<file path="src/rtl/core/mts_pkg.sv">
// package for the min tracking stack: depth, derived widths, codes and item types
// no dependencies
package mts_pkg;

  localparam int unsigned STACK_DEPTH = 64;
  localparam int unsigned CNT_W       = $clog2(STACK_DEPTH + 1);
  localparam int unsigned ADDR_W      = $clog2(STACK_DEPTH);
  localparam int unsigned DATA_W      = 32;
  localparam int unsigned COUNT_OUT_W = 7;

  typedef enum logic {
    OP_PUSH = 1'b0,
    OP_POP  = 1'b1
  } op_e;

  typedef enum logic [1:0] {
    STATUS_DONE       = 2'd0,
    STATUS_PUSH_FULL  = 2'd1,
    STATUS_POP_EMPTY  = 2'd2
  } status_e;

  typedef struct packed {
    op_e                      op;
    logic signed [DATA_W-1:0] push_value;
  } in_item_t;

  typedef struct packed {
    logic signed [DATA_W-1:0] top_value;
    logic signed [DATA_W-1:0] min_value;
    logic [COUNT_OUT_W-1:0]   entry_count;
    logic                     is_empty;
    status_e                  status;
  } out_item_t;

  // one stored entry: value and the minimum up to and including it
  typedef struct packed {
    logic signed [DATA_W-1:0] value;
    logic signed [DATA_W-1:0] min;
  } entry_t;

endpackage

</file>
<file path="src/rtl/core/min_tracking_stack_unit.sv">
// min tracking stack top level: entry memory, top-of-stack registers, output register
// depends on mts_pkg
//
//   channel | signals                              | direction
//   --------+--------------------------------------+----------
//   in      | in_valid_i, in_ready_o, in_item_i    | item in (op, push_value)
//   out     | out_valid_o, out_ready_i, out_item_o | item out (top, min, count, flags)
//
// a push or a rejected op is answered from the top-of-stack registers; a pop that
// uncovers a stored entry first reads the entry memory, then answers from S_POP_RD
// results leave through an output register; a new item is taken in the idle state when
// that register is empty or is emptied in the same cycle
// reset clears the count, the state machine and the output valid; the memory is not
// cleared, only entries below the count are ever read
module min_tracking_stack_unit (
  input  logic               clk_i,
  input  logic               rst_ni,
  input  logic               in_valid_i,
  output logic               in_ready_o,
  input  mts_pkg::in_item_t  in_item_i,
  output logic               out_valid_o,
  input  logic               out_ready_i,
  output mts_pkg::out_item_t out_item_o
);
  import mts_pkg::*;

  typedef enum logic [1:0] {
    S_IDLE   = 2'b01,
    S_POP_RD = 2'b10
  } state_e;

  // entry memory, one synchronous read port and one write port
  entry_t              mem [STACK_DEPTH];
  logic                mem_we;
  logic [ADDR_W-1:0]   mem_waddr;
  entry_t              mem_wdata;
  logic                mem_re;
  logic [ADDR_W-1:0]   mem_raddr;
  entry_t              rd_q;

  state_e              state_q, state_d;
  logic [CNT_W-1:0]    count_q, count_d;
  entry_t              top_q, top_d;          // copy of the top entry
  logic                out_valid_q, out_valid_d;
  out_item_t           out_item_q, out_item_d;

  logic                accept;
  logic                out_free;
  logic                is_full;
  logic                is_zero;
  logic [CNT_W-1:0]    cnt_m2;
  logic signed [DATA_W-1:0] new_min;

  // result fields built from a count and a top entry
  logic [CNT_W-1:0]    res_count;
  entry_t              res_top;
  status_e             res_status;
  logic [CNT_W+COUNT_OUT_W-1:0] count_ext;
  out_item_t           res_item;

  assign out_free   = !out_valid_q || out_ready_i;
  assign in_ready_o = (state_q == S_IDLE) && out_free;
  assign accept     = in_valid_i && in_ready_o;

  assign is_full = (count_q == CNT_W'(STACK_DEPTH));
  assign is_zero = (count_q == '0);
  assign cnt_m2  = count_q - CNT_W'(2);

  // the first entry is its own minimum, ties take the pushed value
  assign new_min = (!is_zero && (top_q.min < in_item_i.push_value)) ?
                   top_q.min : in_item_i.push_value;

  // count is truncated or zero-extended to the output field
  assign count_ext = {{COUNT_OUT_W{1'b0}}, res_count};

  always_comb begin
    res_item.top_value   = (res_count == '0) ? '0 : res_top.value;
    res_item.min_value   = (res_count == '0) ? '0 : res_top.min;
    res_item.entry_count = count_ext[COUNT_OUT_W-1:0];
    res_item.is_empty    = (res_count == '0);
    res_item.status      = res_status;
  end

  always_comb begin
    state_d     = state_q;
    count_d     = count_q;
    top_d       = top_q;
    out_valid_d = out_valid_q && !out_ready_i;
    out_item_d  = out_item_q;
    mem_we      = 1'b0;
    mem_waddr   = count_q[ADDR_W-1:0];
    mem_wdata   = '{value: in_item_i.push_value, min: new_min};
    mem_re      = 1'b0;
    mem_raddr   = cnt_m2[ADDR_W-1:0];
    res_count   = count_q;
    res_top     = top_q;
    res_status  = STATUS_DONE;

    unique case (state_q)
      S_IDLE: begin
        if (accept) begin
          if (in_item_i.op == OP_PUSH) begin
            if (is_full) begin
              res_status = STATUS_PUSH_FULL;
            end else begin
              mem_we    = 1'b1;
              top_d     = mem_wdata;
              count_d   = count_q + CNT_W'(1);
              res_count = count_d;
              res_top   = mem_wdata;
            end
            out_valid_d = 1'b1;
            out_item_d  = res_item;
          end else begin
            if (is_zero) begin
              res_status  = STATUS_POP_EMPTY;
              out_valid_d = 1'b1;
              out_item_d  = res_item;
            end else if (count_q == CNT_W'(1)) begin
              // last entry leaves, nothing to fetch
              count_d     = '0;
              res_count   = '0;
              out_valid_d = 1'b1;
              out_item_d  = res_item;
            end else begin
              // fetch the entry below the top into the read register, S_POP_RD builds the result
              mem_re  = 1'b1;
              count_d = count_q - CNT_W'(1);
              state_d = S_POP_RD;
            end
          end
        end
      end
      S_POP_RD: begin
        // output register is empty here: the pop was taken only when it was free
        top_d       = rd_q;
        res_top     = rd_q;
        out_valid_d = 1'b1;
        out_item_d  = res_item;
        state_d     = S_IDLE;
      end
      default: begin
        state_d = S_IDLE;
      end
    endcase
  end

  always_ff @(posedge clk_i) begin
    if (mem_we) begin
      mem[mem_waddr] <= mem_wdata;
    end
    if (mem_re) begin
      rd_q <= mem[mem_raddr];
    end
  end

  always_ff @(posedge clk_i or negedge rst_ni) begin
    if (!rst_ni) begin
      state_q     <= S_IDLE;
      count_q     <= '0;
      out_valid_q <= 1'b0;
    end else begin
      state_q     <= state_d;
      count_q     <= count_d;
      out_valid_q <= out_valid_d;
    end
  end

  // payload registers
  always_ff @(posedge clk_i) begin
    top_q      <= top_d;
    out_item_q <= out_item_d;
  end

  assign out_valid_o = out_valid_q;
  assign out_item_o  = out_item_q;

endmodule
</file>
<file path="config.mk">
export PLATFORM = sky130hd
export DESIGN_NAME = min_tracking_stack_unit
export DESIGN_NICKNAME = d
export VERILOG_FILES = /design/src/rtl/core/mts_pkg.sv /design/src/rtl/core/min_tracking_stack_unit.sv
export SDC_FILE = /design/constraint.sdc
export NUM_CORES = 2
export LEC_CHECK = 0
export ABC_CLOCK_PERIOD_IN_PS = 8500
export BUFFER_PORTS_ARGS = -buffer_cell sky130_fd_sc_hd__buf_4
export CORE_ASPECT_RATIO = 0.8
export CORE_MARGIN = 8
export CORE_UTILIZATION = 35
export CTS_CLUSTER_DIAMETER = 50
export CTS_CLUSTER_SIZE = 25
export DETAILED_ROUTE_END_ITERATION = 6
export SLEW_MARGIN = 10
export SYNTH_ARGS = -nofsm -noshare
export SYNTH_HDL_FRONTEND = slang
export SYNTH_SLANG_ARGS = --single-unit
</file>
<file path="constraint.sdc">
create_clock -name clk_i -period 8.5 [get_ports clk_i]
set_clock_uncertainty 0.05 [all_clocks]
set_input_delay 0.425 -clock clk_i [delete_from_list [all_inputs] [get_ports clk_i]]
set_output_delay 0.425 -clock clk_i [all_outputs]
set_load 0.005 [all_outputs]
</file>
==> Flow_metrics.wiki <==
{| class="wikitable"
! Metric !! Value
|-
| Outcome || finished clean
|-
| Post-Place Worst Slack || a little over 3 ns
|-
| Start-to-end type of the worst setup path || reg -> reg
|-
| Starting utilization of the core area || 35.2%
|-
| Most common cell in the synthesized netlist || edfxtp_1
|-
| Library cell with the largest summed area after synthesis || edfxtp_1
|-
| Largest net degree at the start of global routing || between 100 and 150
|-
| Ranking of synthesized cells by area || edfxtp_1, mux4_2, clkbuf_1, ha_1, nor2_1
|-
| Chip width || about 800 um
|-
| Core region area || 470000 um^2
|-
| Final core area utilization || 39.7%
|-
| Flop2flop setup slack || between 3 and 4 ns
|-
| Leading cell types by count after synthesis || edfxtp_1, mux4_2, clkbuf_1
|-
| Std-Cell Rows || 225
|-
| Prevailing post-synth register cell || edfxtp_1
|-
| Minimum clock period after layout || 5.42 ns
|-
| Final Slew Violations || 0
|-
| Mapped Area || 165000 um^2
|-
| Final hold slack || ~0.080 ns
|-
| Startpoint class of the critical path || flop
|-
| Area growth, synth to finish || 13.0%
|-
| Number of enable flip-flop cells after synthesis || about 4300
|-
| Number of clock sinks || 4308
|-
| Share of the clock period used by the worst path after layout || ~64%
|-
| Post-route ant nets || 0
|-
| Average wire length per cell after detail routing || 37.4 um
|-
| Vias || 80000
|-
| VDD IR-drop max || around 0.7 mV
|-
| Clock root buffer || clkbuf_16
|-
| Maximum clock frequency || approximately 0.18 GHz
|-
| Startpoint of the tightest hold check path || in_item_i[6]
|-
| Mean post-synth cell area || between 20 and 25 um^2
|-
| Count of placed standard cells including taps || 12900
|-
| Endpoint type of the worst setup path || flop
|-
| Number of port buffers || about 110
|-
| Reg2reg path depth || 7
|-
| # Post-CTS Setup Buffers || 0
|-
| Number of antenna violations at the first check in global routing || 32
|-
| Setup_tns || 0 ns
|-
| Post-Synthesis Net Count || roughly 6700
|-
| Synthesized netlist cell count || about 6600
|-
| CTS Buffer Depth || 4
|-
| Clock transition at path regs || 0.09 ns
|-
| TritonCTS Buffers || around 300
|-
| Filler Cells Inserted || 40400
|-
| Sum of routed wire length over all layers || just over 500000 um
|-
| Global router's overall resource usage || ~20%
|-
| Max Cap Violations || 0
|-
| Hold_buf cts || 22
|-
| Vias per cell || about 6
|-
| Post-DP Area || ~180000 um^2
|-
| Comb pwr share || a little under a third
|-
| Part of the power in registers || between 40% and 50%
|-
| Design Area, Final || about 190000 um^2
|-
| Hold-critical path endpoint || mem[2][38]
|-
| Die outline area || roughly 500000 um^2
|-
| Initial detailed-routing violation count || around 14000
|-
| Number of global-route vias before repair || 77300
|-
| Least setup slack across all paths after layout || 3.08 ns
|-
| Type of the worst min-delay path || in -> reg
|-
| Share of async-settable or async-resettable flops after synthesis || 0.232%
|-
| Number of DRC violations after detailed routing || 0
|-
| Setup repair after global routing missed its margin || no
|-
| Total of endpoints with negative setup slack in the final report || 0
|-
| Critical R2R Launch || count_q[0]
|-
| Half-perimeter wire length after placement || roughly 260000 um
|-
| Power, Total || 64.7 mW
|-
| Count of endpoints failing hold in the final timing report || 0
|-
| Aggregate global routing overflow || 0
|-
| Post-CTS resize count || 0
|-
| Worst slew slack as a fraction of its limit || approximately 3.5%
|-
| Crit Reg-Reg Endpoint || mem[2][24]
|-
| Fraction of layout instances using a drive strength above 1 || 33.0%
|-
| Share of the synthesized area in the top cell type || ~78%
|-
| Cell Pwr Density || about 350 nW/um^2
|-
| Flop and latch count out of synthesis || about 4300
|-
| Distinct cell type count of the synthesized netlist || 59
|-
| Cell-internal power || between 40 and 50 mW
|-
| Clock power frac || about 25%
|-
| NetSw || ~21 mW
|-
| Min-Delay Path Depth || 1
|-
| H-tree depth || 5
|-
| Maximum net fanout on the critical path || 43
|-
| Vertical die dimension || 630 um
|-
| Switching share of power || between 30% and 40%
|-
| Total Nets Final || about 7000
|-
| Post-route insts no fill || about 13000
|-
| Number of iterations in the first detailed-routing pass || 6
|-
| Worst Path Arrival || just under 6 ns
|-
| Final weighted congestion of routability-driven global placement || 0.835
|-
| Worst-margin pin slew || 1.43 ns
|-
| TritonCTS clock tree || built
|-
| IO Count || ~110
|-
| Wire length of the first global-routing pass || approximately 680000 um
|-
| Data required time of the worst path || roughly 8.9 ns
|-
| Insertion delay to the later sink of the worst-skew pair || ~0.97 ns
|-
| Sequential-to-total area share from yosys stat || 78.3%
|-
| Total leakage power || around 56 nW
|-
| Yosys warns || 0
|}
-- power by group through the flow --
stage               clock [mW]  combinational, mW  sequential (mW)
finish                    16.2               20.6             27.9
global route              17.0               21.6             28.0
CTS                       16.3               20.7             27.9
detailed placement           0               20.7             28.4
global placement             0               20.3             28.4
floorplan                    0               14.0             27.7
-- registers in the layout (all words and copies together) (netlist names) --
signal	flops
count_q	7
mem	4096
rd_q	64
top_q	64
out_valid_o	1
out_item_o	74
state_q	2
-- layout make-up --
type / count / area (um^2) / area share, %
clock inverter: 237 / 3070 / 1.65
tap: 6242 / 7810 / 4.19
sequential: 4308 / 129000 / 69.3
multi-input combinational: 1935 / 34900 / 18.7
antenna: 11 / 27.5 / 0.0148
inverter: 39 / 146 / 0.0785
clock buffer: 325 / 7920 / 4.25
timing repair buffer: 373 / 3410 / 1.83
-- how the worst max path moves through the flow --
stage / startpoint / to / slack, ns / cells after the start
after floorplan: state_q[0] / top_q[0] / 2.19 / 6
after global placement: in_item_i[2] / mem[6][22] / 3.05 / 11
after detailed placement: count_q[0] / rd_q[24] / 3.10 / 6
after CTS: count_q[0] / rd_q[24] / 3.02 / 6
after global routing: count_q[0] / rd_q[24] / 2.76 / 6
final: count_q[0] / mem[2][24] / 3.08 / 7
-- worst max-delay path: stages, from the launching register on --
cell     delay, ns
dfrtp_4       1.04
inv_1         0.20
ha_1          0.29
and4_1        0.29
nor3_1        0.56
nand2_1       0.65
nor2_4        1.03
buf_4         0.75
-- kinds of logic (layout without fill, tap and decap cells) --
| group | Yosys count | after routing | synth area share (%) |
|---|---|---|---|
| AOI/OAI and AO/OA | 260 | 260 | 1.06 |
| muxes | 1377 | 1377 | 18.5 |
| DFF | 4308 | 4308 | 78.3 |
| xor gates and xnor gates | 8 | 8 | 0.0424 |
| other | 0 | 11 | 0 |
| adders and majority gates | 41 | 41 | 0.311 |
| and+or+nand+nor | 249 | 249 | 0.754 |
| buffers and inverters | 404 | 974 | 0.994 |
-- routing by layer --
metal / track usage [%] / part of all wire, %
met1: 27.8 / 38
met2: 30.7 / 46
met3: 3.93 / 11
met4: 7.28 / 4.4
met5: 0 / 0.0068
-- layout by cell type, fill, tap and decap left out, types with 33 or more instances in the layout --
| cell | netlist | routed |
|---|---|---|
| nand2_1 | 57 | 57 |
| buf_12 | 0 | 44 |
| mux4_2 | 1344 | 1344 |
| inv_1 | 38 | 38 |
| edfxtp_1 | 4298 | 4298 |
| inv_6 | 0 | 37 |
| clkinv_8 | 0 | 52 |
| a31oi_1 | 33 | 33 |
| ha_1 | 41 | 39 |
| nor2_4 | 1 | 66 |
| a21oi_1 | 58 | 57 |
| clkbuf_16 | 0 | 315 |
| nor2_1 | 112 | 47 |
| o21ai_0 | 81 | 80 |
| buf_4 | 8 | 307 |
(Power assumes the default switching activity.)
